[src/hdl/rfvt_pkg.sv]
// Shared types and constants of the rigid frame vector transform unit.
// Depends on nothing.
`timescale 1ns / 1ps

package rfvt_pkg;

  localparam int unsigned AXIS_COMP_BITS = 16;
  localparam int unsigned AXIS_REG_BITS  = 3 * AXIS_COMP_BITS;
  localparam int unsigned APB_DATA_BITS  = 64;
  localparam int unsigned APB_ADDR_BITS  = 6;
  localparam int unsigned RFVT_PIPE_DEPTH = 4;

  localparam logic [AXIS_REG_BITS-1:0] AXIS_ONE_RST   = 48'h0000_0000_4000;
  localparam logic [AXIS_REG_BITS-1:0] AXIS_TWO_RST   = 48'h0000_4000_0000;
  localparam logic [AXIS_REG_BITS-1:0] AXIS_THREE_RST = 48'h4000_0000_0000;

  typedef enum logic [1:0] {
    OP_ROT_LOCAL    = 2'd0,
    OP_XFORM_LOCAL  = 2'd1,
    OP_ROT_PARENT   = 2'd2,
    OP_XFORM_PARENT = 2'd3
  } rfvt_op_e;

  typedef enum logic [2:0] {
    REG_ORIGIN_X   = 3'd0,
    REG_ORIGIN_Y   = 3'd1,
    REG_ORIGIN_Z   = 3'd2,
    REG_AXIS_ONE   = 3'd3,
    REG_AXIS_TWO   = 3'd4,
    REG_AXIS_THREE = 3'd5
  } rfvt_reg_e;

  typedef struct packed {
    logic valid;
    logic add_org;
  } rfvt_ctl_t;

endpackage

[src/hdl/rfvt_prep.sv]
// Stage one: origin subtraction and selection of axis rows or columns.
// Depends on rfvt_pkg.
`timescale 1ns / 1ps

module rfvt_prep import rfvt_pkg::*; #(
  parameter int unsigned COORD_BITS = 32
) (
  input  logic                                           clk_i,
  input  logic                                           rst_ni,
  input  logic                                           valid_i,
  output logic                                           ready_o,
  input  rfvt_op_e                                       op_i,
  input  logic [2:0][COORD_BITS-1:0]                     vec_i,
  input  logic [COORD_BITS-1:0]                          w_i,
  input  logic [2:0][COORD_BITS-1:0]                     origin_i,
  input  logic [2:0][AXIS_REG_BITS-1:0]                  axis_i,
  input  logic                                           ready_i,
  output rfvt_ctl_t                                      ctl_o,
  output logic [2:0][COORD_BITS:0]                       d_o,
  output logic [2:0][2:0][AXIS_COMP_BITS-1:0]            coef_o,
  output logic [COORD_BITS-1:0]                          w_o
);

  logic                                      to_parent;
  logic                                      sub_org;
  rfvt_ctl_t                                 ctl_d, ctl_q;
  logic [2:0][COORD_BITS:0]                  d_d, d_q;
  logic [2:0][2:0][AXIS_COMP_BITS-1:0]       coef_d, coef_q;
  logic [COORD_BITS-1:0]                     w_q;

  assign to_parent = (op_i == OP_ROT_PARENT) || (op_i == OP_XFORM_PARENT);
  assign sub_org   = (op_i == OP_XFORM_LOCAL);

  always_comb begin
    for (int i = 0; i < 3; i++) begin
      d_d[i] = {vec_i[i][COORD_BITS-1], vec_i[i]}
             - (sub_org ? {origin_i[i][COORD_BITS-1], origin_i[i]} : '0);
    end
    for (int k = 0; k < 3; k++) begin
      for (int i = 0; i < 3; i++) begin
        coef_d[k][i] = to_parent ? axis_i[i][k*AXIS_COMP_BITS +: AXIS_COMP_BITS]
                                 : axis_i[k][i*AXIS_COMP_BITS +: AXIS_COMP_BITS];
      end
    end
    ctl_d.valid   = valid_i;
    ctl_d.add_org = (op_i == OP_XFORM_PARENT);
  end

  assign ready_o = !ctl_q.valid || ready_i;

  always_ff @(posedge clk_i or negedge rst_ni) begin
    if (!rst_ni) begin
      ctl_q <= '0;
    end else if (ready_o) begin
      ctl_q <= ctl_d;
    end
  end

  always_ff @(posedge clk_i) begin
    if (ready_o && valid_i) begin
      d_q    <= d_d;
      coef_q <= coef_d;
      w_q    <= w_i;
    end
  end

  assign ctl_o  = ctl_q;
  assign d_o    = d_q;
  assign coef_o = coef_q;
  assign w_o    = w_q;

endmodule

[config.mk]
export PLATFORM = sky130hd
export DESIGN_NAME = rfvt_prep
export DESIGN_NICKNAME = d
export VERILOG_FILES = /design/src/hdl/rfvt_pkg.sv /design/src/hdl/rfvt_prep.sv
export SDC_FILE = /design/constraint.sdc
export NUM_CORES = 1
export LEC_CHECK = 0
export BUFFER_PORTS_ARGS = -buffer_cell sky130_fd_sc_hd__buf_2
export CELL_PAD_IN_SITES_DETAIL_PLACEMENT = 2
export CELL_PAD_IN_SITES_GLOBAL_PLACEMENT = 2
export CORE_AREA = 5 5 253 255
export CTS_CLUSTER_DIAMETER = 100
export DETAILED_ROUTE_END_ITERATION = 16
export DIE_AREA = 0 0 258 260
export GPL_ROUTABILITY_DRIVEN = 0
export PLACE_DENSITY = 0.74
export SYNTH_ARGS = -nofsm -noshare
export SYNTH_HDL_FRONTEND = slang
export SYNTH_SLANG_ARGS = --single-unit
[constraint.sdc]
create_clock -name clk_i -period 7.7 [get_ports clk_i]
set_input_delay 0.385 -clock clk_i [delete_from_list [all_inputs] [get_ports clk_i]]
set_output_delay 0.385 -clock clk_i [all_outputs]
set_load 0.005 [all_outputs]
After elaboration in Yosys (flattened, before gate mapping)
Cells that the tools add are included.
W data, S select, Z words.
{ "totals": {"word_cells": 34, "out_inout_bits": 278, "in_bits": 374, "register_bits": 277} }
{ "op_classes": {"reduce_logical": 4, "muxes": 9, "eq_ne": 3, "n_addsub": 3} }
{ "ops": {"columns": ["op", "count"], "rows": [
  ["$mux W33", 3],
  ["$sub A33 B33 Y33", 3],
  ["$mux W16", 6],
  ["$eq A2 B2 Y1 const B", 2],
  ["$eq A2 B1 Y1 const B", 1],
  ["$logic_or A1 B1 Y1", 2],
  ["$logic_and A1 B1 Y1", 1],
  ["$logic_not A1 Y1", 1]
]} }

Longest topological paths before layout
{ "logic_depth": {"word_depth": 3, "mapped_depth": 16, "ltp_nobuf": 12} }

Worst setup path before layout
OpenSTA, ideal clock, no wires.
{ "synth_timing": {"kind": "input-to-reg", "start": "input port ready_i", "end": "register coef_q, in the netlist coef_o[0], enable pin", "arrival_ns": 6.847, "setup_slack_ns": 0.181, "setup_ns": 0.672, "cell_stages": 2, "n_path_buf": 0, "required_time_ns": 7.028, "path_cell_list": "nand2b_1 > and2_1"} }
{ "synth_via": {"elab_chain_cells": 2} }
{ "synth_lines": {"columns": ["item", "line_no", "source"], "rows": [
  ["from (decl)", "rfvt_prep.sv:17", "input logic ready_i,"],
  ["$logic_or A1 B1 Y1", "rfvt_prep.sv:49", "assign ready_o = !ctl_q.valid || ready_i;"],
  ["$logic_and A1 B1 Y1", "rfvt_prep.sv:60", "if (ready_o && valid_i) begin"],
  ["to (signal assigned)", "rfvt_prep.sv:62", "coef_q <= coef_d;"],
  ["to (decl)", "rfvt_prep.sv:28", "logic [2:0][2:0][AXIS_COMP_BITS-1:0] coef_d, coef_q;"]
]} }
No other way between the ends.
A chain may end at the register's enable or synchronous reset.

==> metrics <==
first-pass GRT wire length=~93000 microns; sequential cell area=8310 sq um; nature of the critical path endpoint=flip-flop; total setup buffers inserted after CTS=0; YS warnings=0; grt total ovfl=0; number of global-route vias before repair=14300; crit start category=primary input; Cell Rows=91; # fillers=between 6000 and 7000; Starting DRT DRC Count=approximately 520; setup TNS=0 ns; IO Pins=652; Routed WL=about 65000 microns; Syn Nets=about 1600; number of I/O port buffers=651; Die X=approximately 260 microns; Sink Count=roughly 280; type of the worst setup path=primary input to flip-flop; final setup fails=0; Syn Std Cell Area=about 15000 sq um; arrival time worst endpoint=~4.3 ns; DR pass1 iterations=4; ys async rst share=less than 1%; Seq/Total Area, Yosys=a little under three fifths; share of layout cells above drive strength 1=42.0%; Core Area=just over 60000 sq um; Post-DRT Antenna Nets=0; max_slew headroom=35.9%; minimum clock period=approximately 4.0 ns; CTS clk-pin slew, worst paths=about 0.06 ns; largest net degree at the start of global routing=between 150 and 200; CTS H-tree lvls=2; drt wl/cell=about 24 microns; Num CTS Buffers=38; Global Route Usage Sum=roughly 18%; Final Skew=around 0.016 ns; vias per cell=roughly 4.7; Post-synth EDFFs=about 280; f_max=roughly 250 MHz; CTS max path bufs=3; final worst path period share=52.3%; RSZ-0062 raised after global routing=no; Power, Total=0.00445 W; outcome=completed; Top FF cell, synth=edfxtp_1; largest fanout on the critical path=33; register bit total from synthesis=roughly 280; PwrDens=214 nW/um^2; worst-margin pin slew=0.954 ns; Hold Fails Final Rpt=0; Area Overhead vs Synth=42.3%; Starting Density=between 20% and 30%; final std cells w/o fill=~2700; area of the multi-input gates=6080 sq um; Min-Delay Path Class=primary input to flip-flop; Yosys cell types=60; Worst-Skew Late Latency=between 0.5 and 0.6 ns; vias=12800; Slew Limit Fails=0; Die H=260 microns; placed insts=between 2000 and 3000; Nets=between 2000 and 2500; Worst EP required=~8 ns; antenna violations before repair=33; Synth Area per Inst=roughly 13 sq um; CTS tree=done; synthesized instance count=1160; hold buffer count at CTS=72; Post-CTS Resized=0; detailed placer's ending HPWL=about 50000 microns; root buffer cell=clkbuf_16; Worst VDD drop=~0.00013 V; max_cap viols=0; leakage dissipation=approximately 8.7 nW; Die ar.=67100 sq um; Remaining DRCs=0
==> cell usage after synthesis (all sizes together), types with 3 or more instances <==
library cell | count | area (sq um)
or3 | 3 | 18.8
a21oi | 68 | 348
o21ai | 37 | 185
o41ai | 3 | 26.3
xor2 | 18 | 158
clkbuf | 29 | 109
edfxtp | 275 | 8260
a21o | 33 | 248
nand4 | 8 | 50.1
nor2b | 15 | 93.8
nor4 | 4 | 25.0
xnor2 | 56 | 490
nand2 | 133 | 499
a31oi | 12 | 81.3
a2111o | 4 | 45.0
nor2 | 53 | 199
a211oi | 16 | 120
o31ai | 4 | 30.0
and3 | 14 | 87.6
a221oi | 3 | 26.3
fa | 3 | 60.1
o21a | 19 | 143
ha | 96 | 1200
a21boi | 3 | 22.5
inv | 37 | 139
and2 | 12 | 75.1
o31a | 5 | 43.8
and4 | 6 | 52.6
o211ai | 10 | 75.1
nand3 | 16 | 80.1
o2111ai | 4 | 35.0
nand2b | 11 | 68.8
nor3 | 14 | 70.1
mux2 | 96 | 1080
a211o | 7 | 61.3
==> cell usage in the layout, fill, tap and decap left out, drive strengths merged, types with 33 or more instances in the layout <==
cell	netlist	final
inv	37	38
clkbuf	29	50
a21oi	68	68
edfxtp	275	275
nor2	53	53
xnor2	56	56
a21o	33	33
o21ai	37	37
ha	96	96
dlygate4sd3	0	73
mux2	96	96
nand2	133	133
buf	0	657
==> cell families (layout without fill, tap and decap cells) <==
kind of cell,after synthesis,count (layout),share of synthesized area [%]
AOI/OAI and AO/OA,252,252,11.7
xor gates and xnor gates,74,74,4.43
adders and majority gates,99,99,8.62
buffers and inverters,66,834,1.69
DFF,277,277,56.8
muxes,97,97,7.46
other,0,17,0
and+or+nand+nor,295,295,9.33
==> final timing paths <==
path / start / end / slack, ns / cells past startpoint
min in group asynchronous: rst_ni / ctl_o[0] / 0.20 / 2
max in group asynchronous: rst_ni / ctl_o[1] / 7.37 / 2
setup / recovery: op_i[1] / d_o[59] / 3.67 / 14
setup reg to reg: ctl_o[1] / d_o[2] / 4.74 / 4
hold / removal: axis_i[130] / coef_o[130] / 0.04 / 1
hold reg to reg: ctl_o[0] / ctl_o[0] / 0.58 / 2
==> cell type report <==
cell class | count | share of cell area, %
Sequential cell | 277 | 39.9
Timing Repair Buffer | 730 | 19.5
Antenna cell | 17 | 0.204
Clock buffer | 50 | 4.89
Tap cell | 790 | 4.75
Clock inverter | 17 | 0.877
Inverter | 37 | 0.667
Multi-Input combinational cell | 817 | 29.2
==> power by group <==
group | switching (W) | internal [W]
Sequential | 0.0000359 | 0.00182
Clock | 0.000704 | 0.00103
Combinational | 0.000478 | 0.000382
==> stage by stage <==
step	setup WS, ns	util [%]	area, sq um	hold WS [ns]
after CTS	3.65	33.8	20800	0.00144
final	3.67	33.9	20800	0.0423
after global routing	3.38	33.9	20800	0.00490
after floorplan	0.181	-	14600	0.0894
after detailed placement	3.05	30.7	18800	0.199
after global placement	3.16	30.7	18800	0.189
==> worst max-delay path: stages <==
cell      delay [ns]
buf_4           0.39
nor2b_4         0.11
buf_4           0.26
and2_1          0.20
ha_1            0.21
fa_1            0.45
nor2b_1         0.18
o31a_1          0.24
o211ai_1        0.15
a211oi_1        0.36
o21ai_1         0.15
o31ai_1         0.79
a31oi_1         0.21
xnor2_1         0.17
==> registers in the layout, indices dropped and copies added, names as in the netlist <==
| name | count |
|---|---|
| ctl_o | 2 |
| w_o | 32 |
| d_o | 99 |
| coef_o | 144 |
==> per-layer routing <==
layer | global-route usage (%) | part of all wire, % | vias up
met3 | 6.77 | 8.3 | 116
li1 | - | - | 5919
met2 | 34.8 | 53 | 467
met1 | 18.3 | 35 | 6255
met5 | 0 | 0.27 | -
met4 | 5.95 | 3.1 | 26
No activity file was read; power rests on OpenSTA's default activity.
