## config.mk

```make
export PLATFORM = sky130hd
export DESIGN_NAME = rfvt_cfg
export DESIGN_NICKNAME = d
export VERILOG_FILES = /design/src/hdl/rfvt_pkg.sv /design/src/hdl/rfvt_cfg.sv
export SDC_FILE = /design/constraint.sdc
export NUM_CORES = 1
export LEC_CHECK = 0
export ABC_AREA = 1
export CAP_MARGIN = 15
export CORE_ASPECT_RATIO = 1.5
export CORE_MARGIN = 4
export CORE_UTILIZATION = 55
export CTS_BUF_LIST = sky130_fd_sc_hd__clkbuf_4 sky130_fd_sc_hd__clkbuf_8
export CTS_CLUSTER_DIAMETER = 200
export DETAILED_ROUTE_END_ITERATION = 7
export DONT_BUFFER_PORTS = 1
export PLACE_DENSITY_LB_ADDON = 0.08
export SKIP_CTS_REPAIR_TIMING = 1
export SYNTH_ARGS = -nofsm -noshare
export SYNTH_HDL_FRONTEND = slang
export SYNTH_SLANG_ARGS = --single-unit
```

## constraint.sdc

```tcl
create_clock -name clk_i -period 1.62 [get_ports clk_i]
set_input_delay 0.162 -clock clk_i [delete_from_list [all_inputs] [get_ports clk_i]]
set_output_delay 0.162 -clock clk_i [all_outputs]
set_load 0.005 [all_outputs]
```

## src/hdl/rfvt_pkg.sv

```systemverilog
// Shared types and constants of the rigid frame vector transform unit.
// Depends on nothing.
`timescale 1ns / 1ps

package rfvt_pkg;

  localparam int unsigned AXIS_COMP_BITS = 16;
  localparam int unsigned AXIS_REG_BITS  = 3 * AXIS_COMP_BITS;
  localparam int unsigned APB_DATA_BITS  = 64;
  localparam int unsigned APB_ADDR_BITS  = 6;
  localparam int unsigned RFVT_PIPE_DEPTH = 4;

  localparam logic [AXIS_REG_BITS-1:0] AXIS_ONE_RST   = 48'h0000_0000_4000;
  localparam logic [AXIS_REG_BITS-1:0] AXIS_TWO_RST   = 48'h0000_4000_0000;
  localparam logic [AXIS_REG_BITS-1:0] AXIS_THREE_RST = 48'h4000_0000_0000;

  typedef enum logic [1:0] {
    OP_ROT_LOCAL    = 2'd0,
    OP_XFORM_LOCAL  = 2'd1,
    OP_ROT_PARENT   = 2'd2,
    OP_XFORM_PARENT = 2'd3
  } rfvt_op_e;

  typedef enum logic [2:0] {
    REG_ORIGIN_X   = 3'd0,
    REG_ORIGIN_Y   = 3'd1,
    REG_ORIGIN_Z   = 3'd2,
    REG_AXIS_ONE   = 3'd3,
    REG_AXIS_TWO   = 3'd4,
    REG_AXIS_THREE = 3'd5
  } rfvt_reg_e;

  typedef struct packed {
    logic valid;
    logic add_org;
  } rfvt_ctl_t;

endpackage

```

## src/hdl/rfvt_cfg.sv

```systemverilog
// APB register file: frame origin and three packed Q2.14 axes.
// Depends on rfvt_pkg.
`timescale 1ns / 1ps

module rfvt_cfg import rfvt_pkg::*; #(
  parameter int unsigned COORD_BITS = 32
) (
  input  logic                                clk_i,
  input  logic                                rst_ni,
  input  logic                                psel_i,
  input  logic                                penable_i,
  input  logic                                pwrite_i,
  input  logic [APB_ADDR_BITS-1:0]            paddr_i,
  input  logic [APB_DATA_BITS-1:0]            pwdata_i,
  output logic [APB_DATA_BITS-1:0]            prdata_o,
  output logic [2:0][COORD_BITS-1:0]          origin_o,
  output logic [2:0][AXIS_REG_BITS-1:0]       axis_o
);

  rfvt_reg_e                        reg_idx;
  logic                             wr_en;
  logic [2:0][COORD_BITS-1:0]       origin_q;
  logic [2:0][AXIS_REG_BITS-1:0]    axis_q;

  assign reg_idx = rfvt_reg_e'(paddr_i[APB_ADDR_BITS-1:3]);
  assign wr_en   = psel_i && penable_i && pwrite_i;

  always_ff @(posedge clk_i or negedge rst_ni) begin
    if (!rst_ni) begin
      origin_q <= '0;
      axis_q[0] <= AXIS_ONE_RST;
      axis_q[1] <= AXIS_TWO_RST;
      axis_q[2] <= AXIS_THREE_RST;
    end else if (wr_en) begin
      unique case (reg_idx)
        REG_ORIGIN_X:   origin_q[0] <= pwdata_i[COORD_BITS-1:0];
        REG_ORIGIN_Y:   origin_q[1] <= pwdata_i[COORD_BITS-1:0];
        REG_ORIGIN_Z:   origin_q[2] <= pwdata_i[COORD_BITS-1:0];
        REG_AXIS_ONE:   axis_q[0] <= pwdata_i[AXIS_REG_BITS-1:0];
        REG_AXIS_TWO:   axis_q[1] <= pwdata_i[AXIS_REG_BITS-1:0];
        REG_AXIS_THREE: axis_q[2] <= pwdata_i[AXIS_REG_BITS-1:0];
        default: ;
      endcase
    end
  end

  always_comb begin
    unique case (reg_idx)
      REG_ORIGIN_X:   prdata_o = APB_DATA_BITS'(origin_q[0]);
      REG_ORIGIN_Y:   prdata_o = APB_DATA_BITS'(origin_q[1]);
      REG_ORIGIN_Z:   prdata_o = APB_DATA_BITS'(origin_q[2]);
      REG_AXIS_ONE:   prdata_o = APB_DATA_BITS'(axis_q[0]);
      REG_AXIS_TWO:   prdata_o = APB_DATA_BITS'(axis_q[1]);
      REG_AXIS_THREE: prdata_o = APB_DATA_BITS'(axis_q[2]);
      default:        prdata_o = '0;
    endcase
  end

  assign origin_o = origin_q;
  assign axis_o   = axis_q;

endmodule

```

Word-level counts from Yosys, hierarchy flattened
Cells that the tools add are included.
{"block": "word_totals", "output_inout_bits": 304, "word_cells": 21, "in_bits": 75, "reg_bits": 240}
{"block": "classes", "n_eq_ne": 5, "mux": 1, "reduce_logical": 9}
{"cell": "48-bit case mux with 6 select lines", "n": 1}
{"cell": "2-bit AND reduction", "n": 6}
{"cell": "3-bit by 2-bit equality test with 1-bit output (second input constant)", "n": 2}
{"cell": "3-bit equality test (second input constant)", "n": 2}
{"cell": "3-bit by 1-bit equality test with 1-bit output (second input constant)", "n": 1}
{"cell": "3-bit zero test", "n": 1}
{"cell": "1-bit logical AND", "n": 2}

Longest topological paths before layout
{"block": "depth", "ltp_word": 3, "depth_mapped": 8, "mapped_depth_nobuf": 6}

Worst setup path after synthesis
Ideal clock, no wire load.
{"block": "synth_path", "kind": "input to output", "from": "input paddr_i[4]", "to": "output prdata_o[15]", "slack_ns": 0.215, "t_required_ns": 1.458, "arrival_ns": 1.243, "stages": 8, "path_buffers": 3, "cell_sequence": "buf_2 -> inv_2 -> clkbuf_1 -> buf_1 -> nand4_1 -> nand2_1 -> nor2_1 -> nand2_1"}
{"block": "synth_via", "elab_chain_cells": 2, "elab_cells_between_ends": 7, "cone_classes": "eq/ne: 5; mux: 1; reduce/logical: 1"}
{"element": "from (decl)", "line_no": "rfvt_cfg.sv:13", "source": "input logic [APB_ADDR_BITS-1:0] paddr_i,"}
{"element": "3-bit equality test, or another cell as far along", "line_no": "rfvt_cfg.sv:48", "source": "unique case (reg_idx)"}
{"element": "48-bit case mux with 6 select lines *", "line_no": "rfvt_cfg.sv:48"}
{"element": "to (decl)", "line_no": "rfvt_cfg.sv:15", "source": "output logic [APB_DATA_BITS-1:0] prdata_o,"}
Mark *: on every way between the ends. The rest lies on a longest branch, timed or not.

Final worst setup path
{"block": "layout_path", "from": "register axis_q (netlist bit axis_o[14])", "to": "output prdata_o[14]"}
{"block": "layout_via", "elab_chain_cells": 1}
{"element": "from (decl)", "line_no": "rfvt_cfg.sv:23", "source": "logic [2:0][AXIS_REG_BITS-1:0] axis_q;"}
{"element": "48-bit case mux with 6 select lines", "line_no": "rfvt_cfg.sv:48"}
Every way passes these cells.

==> implementation parameters <==
Parameter                              Value

CTS
  Clock transition at path regs ... 0.06 ns
  Cell at the root of the clock tree ... clkbuf_8
  Number of buffers added by the clock tree synthesis step ... 37
  Clock tree from TritonCTS ... done
  H-tree depth ... 2
  Clock network latency to the later pin of the worst-skew pair ... 0.51 ns
  Max clock buf depth ... 3
  Clock sink count ... 240

Power
  Total power density per cell area ... 1220 nW/um2
  Maximum ir drop on the vdd rail ... 0.000768 V
  Leakage power ... 0.00669 uW

Global routing
  Via count of the first global-routing pass ... 9,853
  Largest net degree at the start of global routing ... 241
  Overall track demand over capacity in global routing ... 31.1%
  GRT Residual Overflow ... 0
  Wire length of the first global-routing pass ... 57,200 um
  Antenna violations before repair ... 1

Route
  DR WL/cell ... 21.1 um
  Total vias in the final route ... 10,356
  Total routed wirelength ... 37,400 um
  DRC violations left ... 0
  Vias per inst ... 5.84
  Final ANT Viol Nets ... 0
  Total iterations of the first detailed-routing run ... 6
  Count of routing violations after the opening detailed-route iteration ... 853

Die
  Die area ... 23,100 um2
  Initial standard-cell utilization of the core ... 55.7%
  Chip width ... 125 um
  Core box area ... 20,400 um2
  Height of the die ... 184 um
  Row Count ... 64
  IO Count ... 379

Worst setup path
  Required time at the endpoint of the critical path ... 1.46 ns
  Sequence of cells on the critical path ... nand4_1 -> nand2_1 -> nor2_1 -> nand2_1
  Startpoint kind of the worst setup timing path ... flip-flop
  Delay of the slowest cell on the worst path ... 0.56 ns
  Critical path fanouts, max ... 3
  Worst endpoint data arrival time ... 1.40 ns
  Critical path endpoint category ... output pin
  Critical Path Slowest Stage Cell ... dfstp_2
  Setup Crit Path Kind ... flip-flop to output pin
  Critical path's most frequent cell ... nand2_1

Place
  Post-DP HPWL ... 23,300 um
  Global placement routability congestion ... 0.841
  Worst slack after detailed placement ... 0.174 ns
  Port Buf Inserts ... 0

Synthesis
  Most numerous cell types in the synthesized netlist ... nand2_1, dfrtp_1, o21ai_0, nand3_1, clkbuf_1
  Total of warnings raised by yosys ... 0
  Mux contribution to synthesized area ... 0%
  Post-synthesis async set-or-reset flop share ... 100%
  Cell area after technology mapping ... 11,400 um2
  Post-synthesis adder-cell area fraction ... 0%
  Dominant combinational cell family by area after synthesis ... simple AND/OR/NAND/NOR gates
  Netlist cell types ... 20
  Post-synthesis cell count ... 1,473
  Yosys reg bits ... 240
  Simple logic cell fraction of the synthesized area ... 28.2%
  Count of flip-flops with a built-in enable after synthesis ... 0
  Area share of the largest cell type after synthesis ... 52.1%
  Synthesized-area fraction occupied by ao, oa, aoi and oai cells ... 11.7%
  Syn Area/Cell ... 7.73 um2
  Top-count cell post-synth ... nand2_1
  Dominant register cell in the synthesized netlist ... dfrtp_1
  Sequential fraction of the synthesis area ... 52.8%
  Top post-synthesis cells by area ... dfrtp_1, nand2_1, o21ai_0
  Synthesized-area fraction occupied by xor and xnor cells ... 0%
  Top cell type by total area after synthesis ... dfrtp_1

Cells and area
  Area grow syn2layout ... 13.7%
  Final cell utilization of the core ... 63.4%
  Antenna cells ... 0
  Ratio of cells with drive above 1 in the final layout ... 7.88%
  Net count of the finished layout ... 1,559

STA
  Final setup slack of the worst path ... 0.0572 ns
  Setup TNS ... 0 ns
  Number of setup violations in the final report ... 0
  Peak Freq ... 640 MHz
  Final Hold Violating Endpoints ... 240
  Final worst-path cycle share ... 96.5%
  Setup repair after global routing missed its margin ... true
  Max-slew violation total from the final report ... 0
  Largest clock skew in the final design ... 0 ns
  Post-route minimum period ... 1.56 ns
  Worst hold slack across all endpoints ... -0.653 ns

Flow run
  Max Cap Viol ... 0

Run status
  Result of the run ... complete, but fails checks
  Violated checks ... negative hold slack

Min path
  Tightest Hold Check Type ... primary input to async pin
-- where the power goes --
group          switching (uW)  internal [uW]  leakage (uW)  total [uW]
Clock                    2350           3040      0.000427        5390
Combinational            1150            704       0.00320        1850
Sequential               1380           7150       0.00306        8530
-- worst max-delay path, delay by kind of cell, from the launching register on --
family           cells  cell delay [ns]
flip-flops           1             0.56
AND/OR/NAND/NOR      4             0.33
-- stage by stage --
step,instances,instance area (um2),power [uW]
global placement,1661,11700,10200
CTS,1726,12500,15700
finish,1774,12900,15800
detailed placement,1661,11700,10300
global route,1774,12900,16600
floorplan,1488,11400,9480
-- per-layer routing --
| layer | vias up | track usage, % | share of wire, % |
|---|---|---|---|
| li1 | 4801 | - | - |
| met4 | 2 | 11.0 | 3.2 |
| met5 | - | 0 | 0.035 |
| met3 | 74 | 9.80 | 9.1 |
| met1 | 4936 | 38.2 | 38 |
| met2 | 543 | 52.0 | 50 |
-- registers in the layout, summed over array words and instances (netlist names) --
name and cells:
origin_o 96, axis_o 144
-- placed cells by master, fill, tap and decap left out, types with 2 or more instances in the layout --
| cell type | instances |
|---|---|
| inv_2 | 3 |
| o21ai_1 | 9 |
| o21ai_0 | 231 |
| nand4_1 | 70 |
| nand3_2 | 2 |
| clkinv_2 | 5 |
| nor2_1 | 58 |
| buf_4 | 22 |
| clkbuf_8 | 47 |
| nand2_2 | 3 |
| clkbuf_4 | 12 |
| conb_1 | 16 |
| buf_12 | 12 |
| a21oi_1 | 26 |
| nor2_4 | 6 |
| inv_1 | 68 |
| dfstp_2 | 3 |
| dlygate4sd3_1 | 48 |
| nand2_1 | 542 |
| nand3_1 | 86 |
| dfrtp_1 | 237 |
-- final cells by class --
class                      instances  area, um2
multi-input combinational       1052       4660
clock buffer                      59        737
tap                              264        330
clock inverter                     6       55.1
timing repair buffer              82        886
sequential                       240       6010
inverter                          71        267
fill                            1806       7480
-- final timing paths --
| kind | startpoint | end | slack, ns | depth (start not counted) |
|---|---|---|---|---|
| min reg2reg | axis_o[142] | axis_o[142] | 0.50 | 2 |
| max reg2reg | axis_o[78] | axis_o[78] | 0.85 | 2 |
| min | rst_ni | origin_o[43] | -0.65 | 0 |
| min in group clk_i | paddr_i[4] | origin_o[1] | 0.02 | 5 |
| max in group asynchronous | rst_ni | axis_o[78] | 1.93 | 0 |
| max | axis_o[14] | prdata_o[14] | 0.06 | 4 |
-- cells by family after synthesis --
kind of cell	after synthesis
AOI/OAI and AO/OA	266
and+or+nand+nor	770
DFF	240
buffers and inverters	196
other	1
No activity file was read; power rests on OpenSTA's default activity.
