### src/hdl/rfvt_pkg.sv
// Shared types and constants of the rigid frame vector transform unit.
// Depends on nothing.
`timescale 1ns / 1ps

package rfvt_pkg;

  localparam int unsigned AXIS_COMP_BITS = 16;
  localparam int unsigned AXIS_REG_BITS  = 3 * AXIS_COMP_BITS;
  localparam int unsigned APB_DATA_BITS  = 64;
  localparam int unsigned APB_ADDR_BITS  = 6;
  localparam int unsigned RFVT_PIPE_DEPTH = 4;

  localparam logic [AXIS_REG_BITS-1:0] AXIS_ONE_RST   = 48'h0000_0000_4000;
  localparam logic [AXIS_REG_BITS-1:0] AXIS_TWO_RST   = 48'h0000_4000_0000;
  localparam logic [AXIS_REG_BITS-1:0] AXIS_THREE_RST = 48'h4000_0000_0000;

  typedef enum logic [1:0] {
    OP_ROT_LOCAL    = 2'd0,
    OP_XFORM_LOCAL  = 2'd1,
    OP_ROT_PARENT   = 2'd2,
    OP_XFORM_PARENT = 2'd3
  } rfvt_op_e;

  typedef enum logic [2:0] {
    REG_ORIGIN_X   = 3'd0,
    REG_ORIGIN_Y   = 3'd1,
    REG_ORIGIN_Z   = 3'd2,
    REG_AXIS_ONE   = 3'd3,
    REG_AXIS_TWO   = 3'd4,
    REG_AXIS_THREE = 3'd5
  } rfvt_reg_e;

  typedef struct packed {
    logic valid;
    logic add_org;
  } rfvt_ctl_t;

endpackage

### src/hdl/rfvt_sat.sv
// Stage four: optional origin add, saturation and the output register.
// Depends on rfvt_pkg.
`timescale 1ns / 1ps

module rfvt_sat import rfvt_pkg::*; #(
  parameter int unsigned COORD_BITS     = 32,
  parameter int unsigned AXIS_FRAC_BITS = 14
) (
  input  logic                                              clk_i,
  input  logic                                              rst_ni,
  input  rfvt_ctl_t                                         ctl_i,
  output logic                                              ready_o,
  input  logic [2:0][COORD_BITS+AXIS_COMP_BITS+2-AXIS_FRAC_BITS:0] rnd_i,
  input  logic [COORD_BITS-1:0]                             w_i,
  input  logic [2:0][COORD_BITS-1:0]                        origin_i,
  input  logic                                              ready_i,
  output logic                                              valid_o,
  output logic [2:0][COORD_BITS-1:0]                        res_o,
  output logic [COORD_BITS-1:0]                             w_o,
  output logic                                              sat_o
);

  localparam int unsigned RW = COORD_BITS + AXIS_COMP_BITS + 3 - AXIS_FRAC_BITS;
  localparam int unsigned AW = ((RW > COORD_BITS) ? RW : COORD_BITS) + 1;
  localparam logic [COORD_BITS-1:0] MAX_VAL = {1'b0, {(COORD_BITS-1){1'b1}}};
  localparam logic [COORD_BITS-1:0] MIN_VAL = {1'b1, {(COORD_BITS-1){1'b0}}};

  logic                             valid_q;
  logic [2:0][AW-1:0]               acc;
  logic [2:0]                       clip;
  logic [2:0][COORD_BITS-1:0]       res_d, res_q;
  logic                             sat_q;
  logic [COORD_BITS-1:0]            w_q;

  assign ready_o = !valid_q || ready_i;

  always_comb begin
    for (int k = 0; k < 3; k++) begin
      acc[k] = {{(AW-RW){rnd_i[k][RW-1]}}, rnd_i[k]}
             + (ctl_i.add_org ? {{(AW-COORD_BITS){origin_i[k][COORD_BITS-1]}}, origin_i[k]}
                              : '0);
      clip[k] = !((&acc[k][AW-1:COORD_BITS-1]) || !(|acc[k][AW-1:COORD_BITS-1]));
      if (clip[k]) begin
        res_d[k] = acc[k][AW-1] ? MIN_VAL : MAX_VAL;
      end else begin
        res_d[k] = acc[k][COORD_BITS-1:0];
      end
    end
  end

  always_ff @(posedge clk_i or negedge rst_ni) begin
    if (!rst_ni) begin
      valid_q <= 1'b0;
    end else if (ready_o) begin
      valid_q <= ctl_i.valid;
    end
  end

  always_ff @(posedge clk_i) begin
    if (ready_o && ctl_i.valid) begin
      res_q <= res_d;
      sat_q <= |clip;
      w_q   <= w_i;
    end
  end

  assign valid_o = valid_q;
  assign res_o   = res_q;
  assign w_o     = w_q;
  assign sat_o   = sat_q;

endmodule

### config.mk
export PLATFORM = sky130hd
export DESIGN_NAME = rfvt_sat
export DESIGN_NICKNAME = d
export VERILOG_FILES = /design/src/hdl/rfvt_pkg.sv /design/src/hdl/rfvt_sat.sv
export SDC_FILE = /design/constraint.sdc
export NUM_CORES = 1
export LEC_CHECK = 0
export BUFFER_PORTS_ARGS = -buffer_cell sky130_fd_sc_hd__buf_2
export CORE_MARGIN = 2
export CORE_UTILIZATION = 35
export DETAILED_ROUTE_END_ITERATION = 16
export HOLD_SLACK_MARGIN = 0.05
export PLACE_DENSITY = 0.66
export SLEW_MARGIN = 40
export SYNTH_ARGS = -nofsm -noshare
export SYNTH_HDL_FRONTEND = slang
export SYNTH_SLANG_ARGS = --single-unit
### constraint.sdc
create_clock -name clk_i -period 5.6 [get_ports clk_i]
set_clock_uncertainty 0.05 [all_clocks]
set_input_delay 0.28 -clock clk_i [delete_from_list [all_inputs] [get_ports clk_i]]
set_output_delay 0.28 -clock clk_i [all_outputs]
set_load 0.01 [all_outputs]
After elaboration in Yosys (flattened, before gate mapping)
Cells that the tools add are included.

Register bits: 130. Output and inout bits: 131. Logic and storage cells: 37.

Add/subtract/negate cells: 3. Mux-type cells: 9. Reduce and logical (&&, ||, !) cells: 19.

Operators by type and width (number): 2-to-1 mux 32 bit (6); adder 38 bit (3); 2-to-1 mux 38 bit (3); AND reduction 7 bit (3); OR reduction 7 bit (3); logical NOT 1 bit (7); logical OR 1 bit (4); OR reduction 3 bit (1); logical AND 1 bit (1).

Longest topological paths before layout
Gate-level depths: netlist of run 1.

Word-level depth: 7. Gate-level depth with buffers: 17. Mapped depth without buffers: 13.

Least setup slack after synthesis of run 1
Ideal clock, no wire load.

Path kind: input to register. Start: input ctl_i[0] (netlist name). End: register res_q, in the netlist res_o[67] (data pin). Library setup time: 260 ps. Arrival: 4033 ps. Data required time: 5290 ps. Setup slack: 1257 ps. Stages on the path: 17. Buffers on the path: 4. Cell sequence: clkbuf_1 > clkbuf_1 > and2_1 > ha_1 > fa_1 > a211o_1 > a2111o_1 > a31o_1 > a31oi_4 > o21ai_2 > a2111oi_4 > nor3_2 > nor4_4 > a31o_1 > buf_4 > buf_12 > mux2_4.

RTL lines: start, declared (line rfvt_sat.sv:11) `input rfvt_ctl_t ctl_i,`; end signal, assigned (line rfvt_sat.sv:61) `res_q <= res_d;`; end, declared (line rfvt_sat.sv:31) `logic [2:0][COORD_BITS-1:0] res_d, res_q;`.

==> qor.txt, run 1 <==
Status -> complete, no violations
Placement Cell Area -> 14400 um^2
Most frequent cell after synthesis -> a21oi_1
Most frequent cells after synthesis -> 130 x a21oi_1, 129 x edfxtp_1, 111 x ha_1
Pwr dens -> 236 nW/um^2
Iteration-0 DRC Markers -> 735
Max clock buf depth -> 2
CTS tree -> yes
Post-route ant nets -> 0
First-pass GRT wire length -> 60300 um
Slew Viols, Final -> 0
Residual DRC -> 0
Via Count -> 11900
Crit path kind -> input pin to register
Post-synth EDFFs -> 129
Layout cells sized above 1 -> 26.0%
Area Growth Syn to Fin -> 26.0%
Tot Pwr -> 0.00362 W
YS warnings -> 0
Critical Path RT -> 5.83 ns
Metal2 WL -> 18600 um
Setup TNS -> 0 ns
Post-Layout Cell Count -> 2183
Netlist cell types -> 85
FILL cells -> 3364
Die Area -> 36300 um^2
Placed insts -> 2111
# nets final -> 2067
Synthesized area per cell -> 9.10 um^2
Critical Path AT -> 4.52 ns
Worst relative slew slack -> 52.2%
GRT Residual Overflow -> 0
M1 WL -> 17600 um
Internal -> 0.00237 W
Post-CTS setup buffers -> 0
Worst Reg-to-Reg Cells -> 3
Sequential area share after synthesis -> 32.0%
Gate power share -> 35.1%
H-tree levels -> 4
Placer Congestion -> 0.925
Io pins -> 375
Worst skew pair latency -> 0.42 ns
Area contributors post-synth -> edfxtp_1 32%, ha_1 11%, and2_1 5.4%
Final WL -> 39600 um
Die width -> 191 um
Net Count, Synth -> 1697
Synth top area share -> 31.8%
Pleak -> 6.67 nW
Sw Share -> 34.6%
Final Cycle Share -> 76.8%
DR WL/cell -> 18.1 um
Max FO, Critical Path -> 55
Final hold slack -> 0.107 ns
DR WL met3 -> 2620 um
Dominant synthesized flop cell -> edfxtp_1
Die Ht -> 191 um
Via/cell ratio -> 5.47
Sw Pwr -> 0.00125 W
Antenna violations before repair -> 6
Post-DP HPWL -> 31300 um
Biggest area consumer among synthesized cells -> edfxtp_1
CTS clk-pin slew, worst paths -> 0.07 ns
Reg power frac -> 34.2%
Slew of the pin with the lowest slew margin -> 0.698 ns
Max-cap violations -> 0
Achievable frequency -> 233 MHz
Initial DRT Pass Iterations -> 5
Setup repair after global routing missed its margin -> false
Vias in the first global route -> 11400
CORE AREA -> 34500 um^2
#FFs+latches synth -> 130
Cell area after layout -> 15400 um^2
Synth Cell Area -> 12200 um^2
CTS root buf -> clkbuf_16
Setup violations, final -> 0
Max VDD drop -> 0.199 mV
Register cell area after layout -> 3900 um^2
Top routing layer in use -> met4
Largest net degree at the start of global routing -> 67
Multi-input logic area -> 7860 um^2
TritonCTS Buffers -> 17
Overall Global Routing Usage -> 21.1%
I/O Buffers -> 374
Hold Vio Cnt, Final -> 0
Post-Syn Instances -> 1339
Period minus WS final -> 4.30 ns
Row cnt -> 68
Initial core utilization -> 35.4%
Worst setup SP type -> input pin
Crit. End Element -> register
CTS sink count -> 130
Async SR Flop Fraction -> 0.769%
Clock power frac -> 30.7%
HP Class -> input pin to async pin
[power by group through the flow]
stage	clock network, W	logic, W	registers [W]
finish	0.00111	0.00127	0.00124
global route	0.00118	0.00140	0.00124
CTS	0.00114	0.00127	0.00124
detailed placement	0	0.00124	0.00126
global placement	0	0.00123	0.00126
floorplan	0	0.000794	0.00131
[path summary, 6_finish.rpt]
kind                                      from             endpoint  slack [ns]
min                                     rst_ni  valid_o$_DFFE_PN0N_        0.11
max in group asynchronous               rst_ni  valid_o$_DFFE_PN0N_        5.31
min in group clk_i                     ready_i  valid_o$_DFFE_PN0N_        0.11
max reg2reg                valid_o$_DFFE_PN0N_  res_o[87]$_DFFE_PP_        3.74
min reg2reg                valid_o$_DFFE_PN0N_  valid_o$_DFFE_PN0N_        0.50
max                                   ctl_i[0]  res_o[90]$_DFFE_PP_        1.30
[timing repair]
action | in CTS | in global routing
gates resized for setup | 0 | 0
hold endpoints to repair | 34 | 0
hold buffers | 34 | 0
[area by class of cell]
type                    count  share of cell area [%]
clock buffers              18                    2.86
inverters                  30                   0.733
clock inverters            14                   0.847
repair buffers            424                    15.2
diodes                      6                  0.0978
flip-flops and latches    130                    25.4
multi-input cells        1106                    51.1
well taps                 455                    3.71
[per-layer routing]
metal  track usage (%)  up-vias
li1                  -     5810
met1              27.6     5618
met2              35.4      462
met3              3.28       42
met4              6.83        0
met5                 0        -
[layout by cell type (no fill, tap or decap), types with 34 or more instances in the layout]
cell / instances
buf_2: 373
a21oi_1: 129
edfxtp_1: 129
ha_1: 111
and2_1: 104
nand2_1: 78
o21ai_0: 75
nor2_1: 66
a21o_1: 54
xnor2_1: 49
xor2_1: 42
dlygate4sd3_1: 34
[through the flow]
step / utilization, % / setup WS, ns
after floorplan: - / 1.26
final: 44.6 / 1.30
after CTS: 44.5 / 1.30
after global placement: 41.9 / 0.731
after detailed placement: 41.9 / 0.852
after global routing: 44.6 / 1.05
[logic make-up (layout without fill, tap and decap cells)]
kind of cell | Yosys count | count (layout) | synth area share, %
AOI/OAI and AO/OA | 465 | 465 | 25.0
xor gates and xnor gates | 91 | 91 | 6.54
adders and majority gates | 114 | 114 | 11.9
buffers and inverters | 103 | 486 | 3.64
DFF | 130 | 130 | 32.0
muxes | 33 | 33 | 2.85
other | 0 | 6 | 0
and+or+nand+nor | 403 | 403 | 18.1
[critical path: stages]
cell	delay [ns]
buf_4	0.28
and2_1	0.22
ha_1	0.24
fa_1	0.46
a211o_1	0.30
a2111o_1	0.38
a31o_1	0.28
a31oi_4	0.25
o21ai_2	0.12
a2111oi_4	0.39
nor3_2	0.13
nor4_4	0.30
a31o_2	0.36
buf_4	0.29
mux2i_1	0.22
[registers in the layout, indices dropped and copies added (netlist names)]
signal	count
sat_o	1
res_o	96
w_o	32
valid_o	1
Power figures use the tool's default switching activity.
==> run 2, diff against run 1 <==
- PLACE_DENSITY: 0.66 -> 0.68
- clock period: 5.6 -> 3.55 ns (I/O delays scaled with it)
==> qor.txt, run 2 (synthesized netlist as in run 1, its figures left out) <==
Worst skew pair latency -> 0.42 ns (about the same)
Iteration-0 DRC Markers -> 811 (+10%)
Vias in the first global route -> 13300 (+17%)
Crit. End Element -> register
Residual DRC -> 0 (unchanged)
Max clock buf depth -> 2 (unchanged)
Critical Path RT -> 3.68 ns (-2.15 ns)
Io pins -> 375 (unchanged)
Initial core utilization -> 35.4% (unchanged)
HP Start -> rnd_i[37]
Layout cells sized above 1 -> 42.9% (+17 points)
Most frequent cells in the layout -> 373 x buf_2, 362 x buf_4, 129 x edfxtp_1
DR WL/cell -> 18.0 um (-0.63%)
Violated checks -> negative setup slack
Tot Pwr -> 0.00659 W (+82%)
Setup violations, final -> 3 (+3)
Overall Global Routing Usage -> 23.8% (+2.8 points)
Post-DP HPWL -> 36200 um (+16%)
Slew of the pin with the lowest slew margin -> 0.690 ns (-0.00883 ns)
# nets final -> 2438 (+18%)
Max FO, Critical Path -> 7 (-87%)
Number of flip-flops in the largest register -> 96 (unchanged)
CTS tree -> yes
Setup repair after global routing missed its margin -> true
Initial DRT Pass Iterations -> 6 (+1)
Antenna violations before repair -> 8 (+2)
Die Area -> 36300 um^2 (unchanged)
Pleak -> 8.72 nW (+31%)
Post-Layout Cell Count -> 2556 (+17%)
Final Cycle Share -> 101%
CORE AREA -> 34500 um^2 (unchanged)
Row cnt -> 68 (unchanged)
CTS root buf -> clkbuf_16
Period minus WS final -> 3.57 ns
Max-cap violations -> 0 (unchanged)
Reg2reg setup slack -> 1.64 ns (-2.10 ns)
Status -> complete, but fails checks
Most common cell after layout, fill and taps aside -> buf_2
Achievable frequency -> 280 MHz
Worst relative slew slack -> 54.0% (+1.8 points)
I/O Buffers -> 374 (unchanged)
Largest net degree at the start of global routing -> 56 (-16%)
Hold Vio Cnt, Final -> 0 (unchanged)
Critical Path Source -> ctl_i[0]
Final hold slack -> 0.131 ns (+0.0240 ns)
GRT Residual Overflow -> 0 (unchanged)
Pwr dens -> 346 nW/um^2 (+47%)
First-pass GRT wire length -> 68500 um (+14%)
H-tree levels -> 4 (unchanged)
Final WL -> 46000 um (+16%)
HP Class -> input pin to register
Critical Path AT -> 3.70 ns (-0.82 ns)
Setup TNS -> -0.0535 ns (-0.0535 ns)
Setup slack after layout -> -0.0206 ns (-1.32 ns)
Area Growth Syn to Fin -> 56.4%
Worst setup SP type -> input pin
Placer Congestion -> 0.918 (-0.72%)
CTS clk-pin slew, worst paths -> 0.07 ns (about the same)
Die width -> 191 um (unchanged)
Max VDD drop -> 0.289 mV (+46%)
Crit path kind -> input pin to register
TritonCTS Buffers -> 17 (unchanged)
Post-route ant nets -> 0 (unchanged)
Placement Cell Area -> 17200 um^2 (+19%)
CTS sink count -> 130 (unchanged)
R2r startpoint -> valid_o$_DFFE_PN0N_
Die Ht -> 191 um (unchanged)
Via Count -> 13500 (+13%)
Cell area after layout -> 19100 um^2 (+24%)
Placed insts -> 2451 (+16%)
Slew Viols, Final -> 0 (unchanged)
Via/cell ratio -> 5.26 (-3.7%)
run 2: worst paths after layout:
path | end | depth (start not counted)
max in group asynchronous | valid_o$_DFFE_PN0N_ | 3
worst min-delay path | res_o[32]$_DFFE_PP_ | 4
min in group asynchronous | valid_o$_DFFE_PN0N_ | 3
worst max-delay path | res_o[79]$_DFFE_PP_ | 16
worst min register to register | w_o[15]$_DFFE_PP_ | 2
worst max register to register | res_o[5]$_DFFE_PP_ | 3
run 2: metrics by stage:
step	setup slack (ns)	util [%]
floorplan	-0.412	-
global placement	-0.596	49.9
detailed placement	-0.696	49.9
CTS	-0.00399	52.9
global route	-0.111	55.3
finish	-0.0206	55.3
run 2: what timing repair did:
action	CTS	global route
hold buffers	36	0
pin swaps	5	24
gates resized for setup	12	95
setup buffers	4	19
endpoints found under the hold margin	34	0
gates cloned	0	7
setup endpoints to repair	93	94
run 2: routing by layer:
layer / vias up / track usage [%] / part of all wire (%) / wire length [um]
li1: 6547 / - / - / -
met1: 6348 / 29.5 / 42 / 19300
met2: 483 / 41.3 / 49 / 22500
met3: 72 / 3.53 / 5.7 / 2620
met4: 0 / 10.1 / 3.6 / 1650
met5: - / 0 / 0 / 0
run 2: cell type report:
class                      instances  area, um^2
clock inverter                    15         174
clock buffer                      17         425
sequential                       130        3900
timing repair buffer             795        5420
tap                              455         569
inverter                          30         113
fill                            3062       15400
multi-input combinational       1106        8430
antenna                            8        20.0
run 2: where the power goes:
part | total, W | internal [W] | switching, W
combinational | 0.00277 | 0.00136 | 0.00141
clock | 0.00186 | 0.00106 | 0.000800
sequential | 0.00196 | 0.00191 | 0.0000553
run 2: worst max-delay path, stage by stage:
cell and delay, ns:
buf_16 0.13, and2_4 0.14, ha_4 0.16, fa_2 0.34, a211o_1 0.27, a2111o_1 0.44
a31o_4 0.26, a31oi_4 0.20, nor4_4 0.07, nor4_2 0.33, buf_4 0.18, o22ai_4 0.07
nor4_4 0.34, a31o_4 0.15, buf_12 0.13, mux2_4 0.30
==> run 3, diff against run 2 <==
- clock period: 3.55 -> 3.15 ns (I/O delays scaled with it)
==> qor.txt, run 3 (synthesized netlist as in run 1, its figures left out) <==
Max VDD drop -> 0.279 mV (-3.5%)
Reg2reg setup slack -> 1.33 ns (-0.31 ns)
Hold Vio Cnt, Final -> 0 (unchanged)
CTS sink count -> 130 (unchanged)
DR WL/cell -> 17.7 um (-1.9%)
Post-route ant nets -> 0 (unchanged)
R2R Path End -> res_o[79]$_DFFE_PP_
Most common cell after layout, fill and taps aside -> buf_4
Io pins -> 375 (unchanged)
Crit path kind -> input pin to register
Max FO, Critical Path -> 5 (-2)
Vias in the first global route -> 13600 (+2.5%)
Pleak -> 8.98 nW (+3.0%)
CP Capture Point -> res_o[69]$_DFFE_PP_
CTS tree -> yes
Worst skew pair latency -> 0.43 ns (about the same)
Number of flip-flops in the largest register -> 96 (unchanged)
R2r startpoint -> valid_o$_DFFE_PN0N_
Placed insts -> 2488 (+1.5%)
Dpl ws -> -1.01 ns (-0.313 ns)
Post-DP HPWL -> 35500 um (-1.7%)
Critical Path RT -> 3.28 ns (-0.40 ns)
Worst relative slew slack -> 61.5% (+7.5 points)
Die width -> 191 um (unchanged)
Slew of the pin with the lowest slew margin -> 0.577 ns (-0.113 ns)
Largest net degree at the start of global routing -> 51 (-8.9%)
Setup violations, final -> 94 (+91)
Max clock buf depth -> 2 (unchanged)
Placer Congestion -> 0.921 (+0.25%)
FILL cells -> 3085 (+0.75%)
Critical Path AT -> 3.89 ns (+0.19 ns)
Achievable frequency -> 266 MHz
Via/cell ratio -> 5.24 (-0.50%)
Iteration-0 DRC Markers -> 807 (-0.49%)
Antenna violations before repair -> 5 (-3)
Crit. End Element -> register
Area Growth Syn to Fin -> 59.8%
Placement Cell Area -> 17500 um^2 (+1.8%)
Die Ht -> 191 um (unchanged)
Max-cap violations -> 0 (unchanged)
Pwr dens -> 391 nW/um^2 (+13%)
Via Count -> 13700 (+1.6%)
Slew Viols, Final -> 0 (unchanged)
Overall Global Routing Usage -> 24.3% (+0.45 points)
Critical Path Source -> ctl_i[0]
I/O Buffers -> 374 (unchanged)
Cell area after layout -> 19500 um^2 (+2.2%)
Initial DRT Pass Iterations -> 5 (-1)
Initial core utilization -> 35.4% (unchanged)
# nets final -> 2495 (+2.3%)
Final hold slack -> 0.0934 ns (-0.0378 ns)
Status -> complete, but fails checks
Most frequent cells in the layout -> 411 x buf_4, 372 x buf_2, 129 x edfxtp_1
TritonCTS Buffers -> 17 (unchanged)
Setup repair after global routing missed its margin -> true
H-tree levels -> 4 (unchanged)
Row cnt -> 68 (unchanged)
First-pass GRT wire length -> 69700 um (+1.9%)
Worst setup SP type -> input pin
Period minus WS final -> 3.76 ns
CORE AREA -> 34500 um^2 (unchanged)
Residual DRC -> 0 (unchanged)
Final WL -> 46100 um (+0.18%)
Post-Layout Cell Count -> 2610 (+2.1%)
GRT Residual Overflow -> 0 (unchanged)
Setup slack after layout -> -0.610 ns (-0.590 ns)
Worst Reg-to-Reg Cells -> 3 (unchanged)
Setup TNS -> -40.22 ns (-40.17 ns)
CTS clk-pin slew, worst paths -> 0.08 ns (about the same)
Final Cycle Share -> 119%
CTS root buf -> clkbuf_16
Die Area -> 36300 um^2 (unchanged)
Layout cells sized above 1 -> 44.0% (+1.0 points)
Violated checks -> negative setup slack
HP Class -> input pin to register
==> run 3: critical path: stages <==
cell	delay (ns)
buf_12	0.12
and2_4	0.14
ha_4	0.16
fa_2	0.35
a211o_1	0.27
a2111o_1	0.45
a31o_4	0.26
a31oi_4	0.19
buf_4	0.15
nor4_2	0.04
o31a_1	0.28
nor4_1	0.35
and4b_2	0.39
a31o_4	0.26
mux2_4	0.31
==> run 3: what timing repair did <==
item | CTS | global route
hold buffers | 36 | 0
setup endpoints to repair | 94 | 95
gates cloned | 7 | 1
pin swaps | 22 | 24
resized for setup | 53 | 45
setup buffers | 27 | 17
endpoints found under the hold margin | 34 | 0
==> run 3: how the worst min path moves through the flow <==
stage	start	endpoint	slack, ns	cells after the start
after floorplan	rst_ni	valid_o$_DFFE_PN0N_	-0.19	0
after global placement	rst_ni	valid_o$_DFFE_PN0N_	-0.12	1
after detailed placement	rst_ni	valid_o$_DFFE_PN0N_	-0.11	1
after CTS	rnd_i[37]	res_o[32]$_DFFE_PP_	0.10	4
after global routing	rnd_i[37]	res_o[32]$_DFFE_PP_	0.13	4
final	rnd_i[37]	res_o[32]$_DFFE_PP_	0.09	4
==> run 3: power by group <==
part           internal [W]  total [W]  leakage [nW]  switching [W]
clock network       0.00127    0.00216         0.298       0.000885
logic               0.00164    0.00326          7.46        0.00162
registers           0.00215    0.00221          1.22      0.0000581
total               0.00506    0.00762          8.98        0.00256
==> run 3: area by class of cell <==
| class | instances | area [um^2] | share of cell area (%) |
|---|---|---|---|
| Timing Repair Buffer | 851 | 5880 | 30.2 |
| Antenna cell | 5 | 12.5 | 0.0643 |
| Multi-Input combinational cell | 1107 | 8370 | 43.0 |
| Sequential cell | 130 | 3900 | 20.0 |
| Clock inverter | 15 | 195 | 1.00 |
| Clock buffer | 17 | 425 | 2.18 |
| Tap cell | 455 | 569 | 2.92 |
| Inverter | 30 | 113 | 0.578 |
==> run 3: metrics by stage <==
step	power, W	util (%)
finish	0.00762	56.5
floorplan	0.00379	-
detailed placement	0.00509	50.8
CTS	0.00750	55.5
global route	0.00799	56.5
global placement	0.00504	50.8
==> run 3: metal layers <==
metal / wire length, um / vias up / GRT usage [%] / share of wire [%]
met5: 27 / - / 0 / 0.059
met4: 1360 / 4 / 9.57 / 3.0
met3: 2810 / 81 / 3.39 / 6.1
met2: 22200 / 469 / 42.0 / 48
met1: 19800 / 6429 / 30.5 / 43
li1: - / 6682 / - / -
